==> src/rtl/lm_pkg.sv <==
`timescale 1ns / 1ps

package lm_pkg;

    // Q16 luminance weights; they sum to 65535.
    localparam logic [15:0] LUM_W_RED   = 16'd13926;
    localparam logic [15:0] LUM_W_GREEN = 16'd46884;
    localparam logic [15:0] LUM_W_BLUE  = 16'd4725;

    localparam logic [7:0] CHAN_MAX = 8'hFF;

    // Partial remainder and quotient of the restoring divider.
    typedef struct packed {
        logic [15:0] rem;
        logic [7:0]  quo;
    } t_div_st;

    // Un-premultiplied pixel handed from the divider to the luminance stages.
    typedef struct packed {
        logic       vld;
        logic [7:0] alpha;
        logic [7:0] red;
        logic [7:0] grn;
        logic [7:0] blu;
    } t_chan_px;

    // Four restoring division steps: quotient bits 7..4 when hi is set, else 3..0.
    function automatic t_div_st div_step4(t_div_st s, logic [7:0] a, logic hi);
        t_div_st     r;
        logic [15:0] dv;
        logic [2:0]  idx;
        begin
            r = s;
            for (int k = 0; k < 4; k++) begin
                idx = hi ? 3'(7 - k) : 3'(3 - k);
                dv  = 16'(a) << idx;
                if (r.rem >= dv) begin
                    r.rem      = r.rem - dv;
                    r.quo[idx] = 1'b1;
                end
            end
            return r;
        end
    endfunction

endpackage

==> src/rtl/lm_pixel_if.sv <==
`timescale 1ns / 1ps

interface lm_pixel_if;
    logic        valid;
    logic        ready;
    logic [31:0] pixel_word;

    modport source (output valid, output pixel_word, input ready);
    modport sink   (input valid, input pixel_word, output ready);
endinterface

==> src/rtl/lm_mask_if.sv <==
`timescale 1ns / 1ps

interface lm_mask_if;
    logic        valid;
    logic        ready;
    logic [31:0] mask_word;

    modport source (output valid, output mask_word, input ready);
    modport sink   (input valid, input mask_word, output ready);
endinterface

==> src/rtl/lm_unpremul.sv <==
`timescale 1ns / 1ps

module lm_unpremul (
    input  logic            i_clk,
    input  logic            i_rst_n,
    input  logic            i_en,
    input  logic            i_vld,
    input  logic [31:0]     i_pixel_word,
    output lm_pkg::t_chan_px o_px
);

    logic [7:0]  in_a;
    logic [7:0]  in_c [3];

    // Stage 1: dividends c*255 and saturation flags.
    logic             r_vld1;
    logic [7:0]       r_a1;
    logic [15:0]      r_dvd1 [3];
    logic [2:0]       r_sat1;

    // Stage 2: upper quotient bits.
    logic             r_vld2;
    logic [7:0]       r_a2;
    lm_pkg::t_div_st  r_st2 [3];
    logic [2:0]       r_sat2;

    // Stage 3: finished channels.
    logic             r_vld3;
    logic [7:0]       r_a3;
    logic [7:0]       r_ch3 [3];

    lm_pkg::t_div_st  n_st2 [3];
    lm_pkg::t_div_st  n_st3 [3];

    assign in_a    = i_pixel_word[31:24];
    assign in_c[0] = i_pixel_word[23:16];
    assign in_c[1] = i_pixel_word[15:8];
    assign in_c[2] = i_pixel_word[7:0];

    always_comb begin
        for (int i = 0; i < 3; i++) begin
            n_st2[i] = lm_pkg::div_step4('{rem: r_dvd1[i], quo: 8'h00}, r_a1, 1'b1);
            n_st3[i] = lm_pkg::div_step4(r_st2[i], r_a2, 1'b0);
        end
    end

    always_ff @(posedge i_clk) begin
        if (!i_rst_n) begin
            r_vld1 <= 1'b0;
            r_vld2 <= 1'b0;
            r_vld3 <= 1'b0;
        end else if (i_en) begin
            r_vld1 <= i_vld;
            r_vld2 <= r_vld1;
            r_vld3 <= r_vld2;
        end
    end

    always_ff @(posedge i_clk) begin
        if (i_en) begin
            r_a1 <= in_a;
            r_a2 <= r_a1;
            r_a3 <= r_a2;
            for (int i = 0; i < 3; i++) begin
                r_dvd1[i] <= {in_c[i], 8'h00} - 16'(in_c[i]);
                r_sat1[i] <= in_c[i] > in_a;
                r_st2[i]  <= n_st2[i];
                r_sat2[i] <= r_sat1[i];
                // A color above alpha would give a quotient past 255.
                r_ch3[i]  <= r_sat2[i] ? lm_pkg::CHAN_MAX : n_st3[i].quo;
            end
        end
    end

    assign o_px.vld   = r_vld3;
    assign o_px.alpha = r_a3;
    assign o_px.red   = r_ch3[0];
    assign o_px.grn   = r_ch3[1];
    assign o_px.blu   = r_ch3[2];

`ifndef ASSERT_OFF
    // After the upper four steps the remainder must be below the divisor times 16.
    a_rem_bound: assert property (@(posedge i_clk) disable iff (!i_rst_n)
        r_vld2 && (r_a2 != 8'h00) && !r_sat2[0] |-> r_st2[0].rem < (16'(r_a2) << 4))
        else $error("upper divider steps left an oversized remainder");

    a_vld_moves: assert property (@(posedge i_clk) disable iff (!i_rst_n)
        i_en && r_vld2 |=> r_vld3)
        else $error("request lost between divider stages");
`endif

endmodule

==> src/rtl/lm_luma.sv <==
`timescale 1ns / 1ps

module lm_luma (
    input  logic             i_clk,
    input  logic             i_rst_n,
    input  logic             i_en,
    input  lm_pkg::t_chan_px i_px,
    output logic             o_vld,
    output logic [31:0]      o_mask_word
);

    logic        r_vld1, r_vld2, r_vld3, r_vld4;
    logic [7:0]  r_a1, r_a2;
    logic [21:0] r_pr;
    logic [23:0] r_pg;
    logic [20:0] r_pb;
    logic [23:0] r_lum;
    logic [15:0] r_t;
    logic [7:0]  r_m;

    logic [23:0] n_pr, n_pg, n_pb;
    logic [31:0] n_prod;
    logic [16:0] n_t1;
    logic [16:0] n_s;

    assign n_pr   = 24'(i_px.red) * 24'(lm_pkg::LUM_W_RED);
    assign n_pg   = 24'(i_px.grn) * 24'(lm_pkg::LUM_W_GREEN);
    assign n_pb   = 24'(i_px.blu) * 24'(lm_pkg::LUM_W_BLUE);
    assign n_prod = 32'(r_lum) * 32'(r_a2);

    // floor(t / 255) for t below 65280, via a reciprocal with a carry correction.
    assign n_t1 = 17'(r_t) + 17'd1;
    assign n_s  = n_t1 + 17'(n_t1[16:8]);

    always_ff @(posedge i_clk) begin
        if (!i_rst_n) begin
            r_vld1 <= 1'b0;
            r_vld2 <= 1'b0;
            r_vld3 <= 1'b0;
            r_vld4 <= 1'b0;
        end else if (i_en) begin
            r_vld1 <= i_px.vld;
            r_vld2 <= r_vld1;
            r_vld3 <= r_vld2;
            r_vld4 <= r_vld3;
        end
    end

    always_ff @(posedge i_clk) begin
        if (i_en) begin
            r_a1  <= i_px.alpha;
            r_pr  <= n_pr[21:0];
            r_pg  <= n_pg;
            r_pb  <= n_pb[20:0];
            r_a2  <= r_a1;
            r_lum <= 24'(r_pr) + r_pg + 24'(r_pb);
            // Dividing by 65536 is the upper half of the product.
            r_t   <= n_prod[31:16];
            r_m   <= n_s[15:8];
        end
    end

    assign o_vld       = r_vld4;
    assign o_mask_word = {r_m, 24'h000000};

`ifndef ASSERT_OFF
    a_t_range: assert property (@(posedge i_clk) disable iff (!i_rst_n)
        r_vld4 |-> $past(r_t) < 16'd65280 || !$past(i_en))
        else $error("scaled luminance out of range for the divide by 255");
`endif

endmodule

==> src/rtl/premultiplied_to_luminance_mask.sv <==
`timescale 1ns / 1ps

// Channel   Dir  Payload            Width
// i_pixel   in   pixel_word (ARGB)  32
// o_mask    out  mask_word          32
//
// One pixel is accepted per cycle while the output is not stalled, through seven register
// stages: the dividend c*255, the two halves of the 8-bit divider, the weight products,
// their sum, the alpha product and the final divide by 255.
// Reset clears only the valid bits of the stages.
// A stalled output freezes the whole pipeline; no request is dropped or repeated.
module premultiplied_to_luminance_mask (
    input  logic        i_clk,
    input  logic        i_rst_n,
    lm_pixel_if.sink    i_pixel,
    lm_mask_if.source   o_mask
);

    logic             en;
    logic             out_vld;
    lm_pkg::t_chan_px px;

    assign en            = !out_vld || o_mask.ready;
    assign i_pixel.ready = en;
    assign o_mask.valid  = out_vld;

    lm_unpremul u_unpremul (
        .i_clk        (i_clk),
        .i_rst_n      (i_rst_n),
        .i_en         (en),
        .i_vld        (i_pixel.valid),
        .i_pixel_word (i_pixel.pixel_word),
        .o_px         (px)
    );

    lm_luma u_luma (
        .i_clk        (i_clk),
        .i_rst_n      (i_rst_n),
        .i_en         (en),
        .i_px         (px),
        .o_vld        (out_vld),
        .o_mask_word  (o_mask.mask_word)
    );

`ifndef ASSERT_OFF
    a_no_accept_on_stall: assert property (@(posedge i_clk) disable iff (!i_rst_n)
        o_mask.valid && !o_mask.ready |-> !i_pixel.ready)
        else $error("request taken while the output is stalled");
`endif

endmodule
==> src/flat_wrapper.sv <==
// flat-port wrapper written by rule: the top's interface ports become plain ports
module premultiplied_to_luminance_mask_flat 
  (i_clk, i_rst_n, i_pixel_valid, i_pixel_pixel_word, i_pixel_ready, o_mask_valid, o_mask_mask_word, o_mask_ready);
  lm_pixel_if i_pixel_i ();
  lm_mask_if o_mask_i ();
  input  logic i_clk;
  input  logic i_rst_n;
  input wire logic [$bits(i_pixel_i.valid)-1:0] i_pixel_valid;
  input wire logic [$bits(i_pixel_i.pixel_word)-1:0] i_pixel_pixel_word;
  output wire logic [$bits(i_pixel_i.ready)-1:0] i_pixel_ready;
  output wire logic [$bits(o_mask_i.valid)-1:0] o_mask_valid;
  output wire logic [$bits(o_mask_i.mask_word)-1:0] o_mask_mask_word;
  input wire logic [$bits(o_mask_i.ready)-1:0] o_mask_ready;
  assign i_pixel_i.valid = i_pixel_valid;
  assign i_pixel_i.pixel_word = i_pixel_pixel_word;
  assign i_pixel_ready = i_pixel_i.ready;
  assign o_mask_valid = o_mask_i.valid;
  assign o_mask_mask_word = o_mask_i.mask_word;
  assign o_mask_i.ready = o_mask_ready;
  premultiplied_to_luminance_mask u_core (.i_clk(i_clk), .i_rst_n(i_rst_n), .i_pixel(i_pixel_i), .o_mask(o_mask_i));
endmodule
==> config.mk <==
export PLATFORM = sky130hd
export DESIGN_NAME = premultiplied_to_luminance_mask_flat
export DESIGN_NICKNAME = d
export VERILOG_FILES = /design/src/rtl/lm_pkg.sv /design/src/rtl/lm_pixel_if.sv /design/src/rtl/lm_mask_if.sv /design/src/rtl/lm_unpremul.sv /design/src/rtl/lm_luma.sv /design/src/rtl/premultiplied_to_luminance_mask.sv /design/src/flat_wrapper.sv
export SDC_FILE = /design/constraint.sdc
export NUM_CORES = 2
export LEC_CHECK = 0
export BUFFER_PORTS_ARGS = -buffer_cell sky130_fd_sc_hd__buf_2
export CORE_AREA = 3 3 283 285
export CTS_CLUSTER_SIZE = 14
export DETAILED_ROUTE_END_ITERATION = 10
export DIE_AREA = 0 0 286 288
export SLEW_MARGIN = 20
export SYNTH_ARGS = -nofsm -noshare
export SYNTH_HDL_FRONTEND = slang
export SYNTH_SLANG_ARGS = --single-unit
export TNS_END_PERCENT = 1
==> constraint.sdc <==
create_clock -name i_clk -period 12.4 [get_ports i_clk]
set_input_delay 2.48 -clock i_clk [delete_from_list [all_inputs] [get_ports i_clk]]
set_output_delay 2.48 -clock i_clk [all_outputs]
set_load 0.05 [all_outputs]
==> flow_metrics.py <==
metrics = {
    "synth": {
        "async_flop_share_pct": 0,
        "ys.flop_type": "edfxtp_1",
        "yosysSeqAreaShare_pct": 25.4,
        "syn_avg_cell_area_um2": 9.51,
        "synthesis.area_um2": 34800,
        "ys_warn_count": 0,
        "ys_seq_elements": 297,
        "synth_cell_types": 98,
        "synth_edf_count": 290,
        "syn_inst": 3657,
    },
    "worst_setup_path": {
        "max_stage_delay_ps": 580,
        "crit_fanout": 19,
        "endpoint_kind": "register",
        "critPathKind": "reg -> reg",
        "critical_path_required_ps": 12660,
        "crit_arrival_ps": 11290,
        "cp_slowest_cell": "nand4bb_1",
        "start_kind": "register",
    },
    "floorplan": {
        "die_area_um2": 82400,
        "start_util_pct": 44.8,
        "coreArea_um2": 77600,
        "placementRows": 102,
        "die_h_um": 288,
        "io_pins": 70,
        "die_x_um": 286,
    },
    "detailed_routing": {
        "wl_mm": 79.4,
        "first_iter_violations": 1262,
        "vias": 25900,
        "firstDrtPassIters": 5,
        "ant_nets": 0,
        "via_per_inst": 5.40,
        "wl_per_cell_um": 16.6,
        "route.detailed.drc": 0,
    },
    "timing": {
        "final-hold-violation-count": 0,
        "fin_crit_ps": 11030,
        "fin_skew_ps": 16.3,
        "fin_crit_sh_pct": 89.0,
        "finalMaxSlewViolations": 0,
        "hold_ws_ps": 408,
        "rsz0062_at_grt": "no",
        "max_slew_margin_pct": 39.6,
        "worst_pin_slew_ps": 898,
        "setup_viol": 0,
        "tns_ps": 0,
        "fmax_mhz": 90.6,
    },
    "clocking": {
        "cts_tree": "built",
        "holdBufCountCts": 0,
        "cts_max_level": 2,
        "clkSinkCount": 297,
        "ctsResizeCount": 0,
        "clk_pin_slew_ps": 60,
        "cts_setup_buffers": 0,
        "clockRootBuffer": "clkbuf_16",
        "cts_buffers": 39,
        "clk_path_buf_depth": 3,
        "clock_latency_ps": 560,
    },
    "placed_design": {
        "dp_hpwl_mm": 63.3,
        "placedInstanceArea_um2": 36200,
        "gp_congestion": 0.893,
        "port_buffers": 45,
        "placed_cells": 4719,
    },
    "cells_and_area": {
        "regArea_um2": 8850,
        "multi_input_area_um2": 24100,
        "final_cell_mix": "454 x ha_1, 409 x inv_1, 290 x edfxtp_1, 287 x nand2_1, 242 x nor2_1",
        "fin_cells": 4791,
        "final_common_cell": "ha_1",
        "nFillCells": 7398,
        "drive_gt1_share_pct": 7.44,
        "area_delta_synth_final_pct": 7.86,
        "design_area_um2": 37500,
        "num-nets-final": 4450,
    },
    "flow_run": {
        "max-cap-violations": 0,
    },
    "global_routing": {
        "grt_max_degree": 130,
        "grt_pass1_vias": 25800,
        "grt.total_usage_pct": 19.4,
        "grt_pass1_wl_mm": 131,
        "antenna_found_initial": 2,
        "grt-ovfl-total": 0,
    },
    "status": {
        "status": "finished clean",
    },
    "hold_path": {
        "worstHoldPathType": "reg -> reg",
    },
}
synth_stat cells (7+ instances only):
| cell | count | area share (%) |
|---|---|---|
| a211o_1 | 7 | 0.18 |
| dfxtp_1 | 7 | 0.40 |
| nand2b_1 | 47 | 0.85 |
| and3_1 | 17 | 0.31 |
| or2_2 | 44 | 0.79 |
| xnor2_1 | 127 | 3.2 |
| o31ai_1 | 24 | 0.52 |
| nand4b_1 | 10 | 0.25 |
| a221oi_1 | 7 | 0.18 |
| ha_1 | 454 | 16 |
| inv_1 | 410 | 4.4 |
| mux2i_1 | 32 | 0.92 |
| nor4_1 | 22 | 0.40 |
| or4_1 | 15 | 0.32 |
| xor2_1 | 77 | 1.9 |
| and4_1 | 7 | 0.18 |
| and2_1 | 101 | 1.8 |
| buf_4 | 25 | 0.54 |
| nand3_1 | 51 | 0.73 |
| a31oi_1 | 21 | 0.38 |
| nand2_1 | 287 | 3.1 |
| nor3b_1 | 8 | 0.17 |
| o211ai_1 | 14 | 0.30 |
| nor3_1 | 81 | 1.2 |
| o21bai_1 | 17 | 0.37 |
| clkbuf_1 | 40 | 0.43 |
| fa_1 | 240 | 14 |
| a21oi_1 | 188 | 2.7 |
| o21ai_1 | 9 | 0.13 |
| o21a_1 | 77 | 1.7 |
| a21o_1 | 66 | 1.4 |
| edfxtp_1 | 290 | 25 |
| a211oi_1 | 20 | 0.43 |
| nor2_1 | 242 | 2.6 |
| o21ai_0 | 168 | 2.4 |
| o22ai_1 | 7 | 0.13 |
| a31o_2 | 14 | 0.35 |
| mux2_2 | 50 | 1.6 |
| nor2b_1 | 66 | 1.2 |
| o31a_1 | 16 | 0.40 |
| a21boi_0 | 30 | 0.65 |
| nand4_1 | 44 | 0.79 |
| or3_1 | 51 | 0.92 |
flip-flops by register name, summed over array words and instances (netlist names):
register                  flops
u_core.u_unpremul.r_dvd1     48
u_core.u_unpremul.r_sat1      3
u_core.u_luma.r_a1            8
u_core.u_luma.r_vld2          1
u_core.u_unpremul.r_vld2      1
u_core.u_unpremul.r_a1        8
u_core.u_luma.r_lum          24
u_core.u_luma.r_pr           21
u_core.u_luma.r_vld1          1
u_core.u_unpremul.r_vld1      1
u_core.u_luma.r_t            16
u_core.u_unpremul.r_a2        8
u_core.u_unpremul.r_ch3      24
u_core.u_luma.r_pg           22
u_core.u_luma.r_pb           21
u_core.u_luma.r_vld3          1
u_core.u_unpremul.r_st2      60
u_core.u_luma.o_vld           1
u_core.u_unpremul.r_vld3      1
u_core.u_unpremul.r_sat2      3
u_core.u_luma.r_a2            8
u_core.u_unpremul.r_a3        8
u_core.u_luma.r_m             8
critical path, delay by kind of cell, from the launching register on:
kind / cells / cell delay (ps)
fa+ha+maj: 4 / 1260
simple gates: 14 / 3630
compound gates: 19 / 4770
flops: 1 / 390
buf+inv: 2 / 650
cell families after synthesis:
kind of cell,count (synthesis),share of synthesized area [%]
AOI/OAI and AO/OA,752,14.1
buffers and inverters,486,5.62
and+or+nand+nor,1137,16.8
DFF,297,25.4
muxes,86,2.73
adders and majority gates,694,30.1
other,1,0.0108
xor gates and xnor gates,204,5.13
per-layer routing:
metal | global-route usage [%] | vias to the layer above | wire length, um
met3 | 2.01 | 99 | 2340
met1 | 25.4 | 12400 | 36200
met5 | 0 | - | 0
li1 | - | 13100 | -
met4 | 6.09 | 0 | 2400
met2 | 33.8 | 356 | 38400
cell type report:
cell class,count,share of cell area [%]
diodes,1,0.00667
repair buffers,73,1.19
inverters,412,4.14
clock inverters,27,0.747
clock buffers,44,2.71
multi-input cells,2897,64.2
well taps,1040,3.47
flip-flops and latches,297,23.6
metrics by stage:
step           utilization, %  worst slack (ps)
6_report                 48.4              1370
5_1_grt                  48.4               294
4_1_cts                  48.4              1290
3_5_place_dp             46.7              1330
3_3_place_gp             46.7              1230
2_1_floorplan               -              1290
path summary, 6_finish.rpt:
check	startpoint	endpoint	slack, ps	cells after the start
max	u_core.u_unpremul.r_a2[7]$_DFFE_PP_	u_core.u_unpremul.r_ch3[0][16]$_SDFFCE_PP1P_	1370	39
min	u_core.u_unpremul.r_a3[0]$_DFFE_PP_	u_core.u_luma.r_a1[0]$_DFFE_PP_	410	0
max reg2reg	u_core.u_unpremul.r_a2[7]$_DFFE_PP_	u_core.u_unpremul.r_ch3[0][16]$_SDFFCE_PP1P_	1370	39
min reg2reg	u_core.u_unpremul.r_a3[0]$_DFFE_PP_	u_core.u_luma.r_a1[0]$_DFFE_PP_	410	0
Power is left out: the tool's default activity adds up to more than one toggle a clock period on the data nets, which glitch-free logic cannot reach.
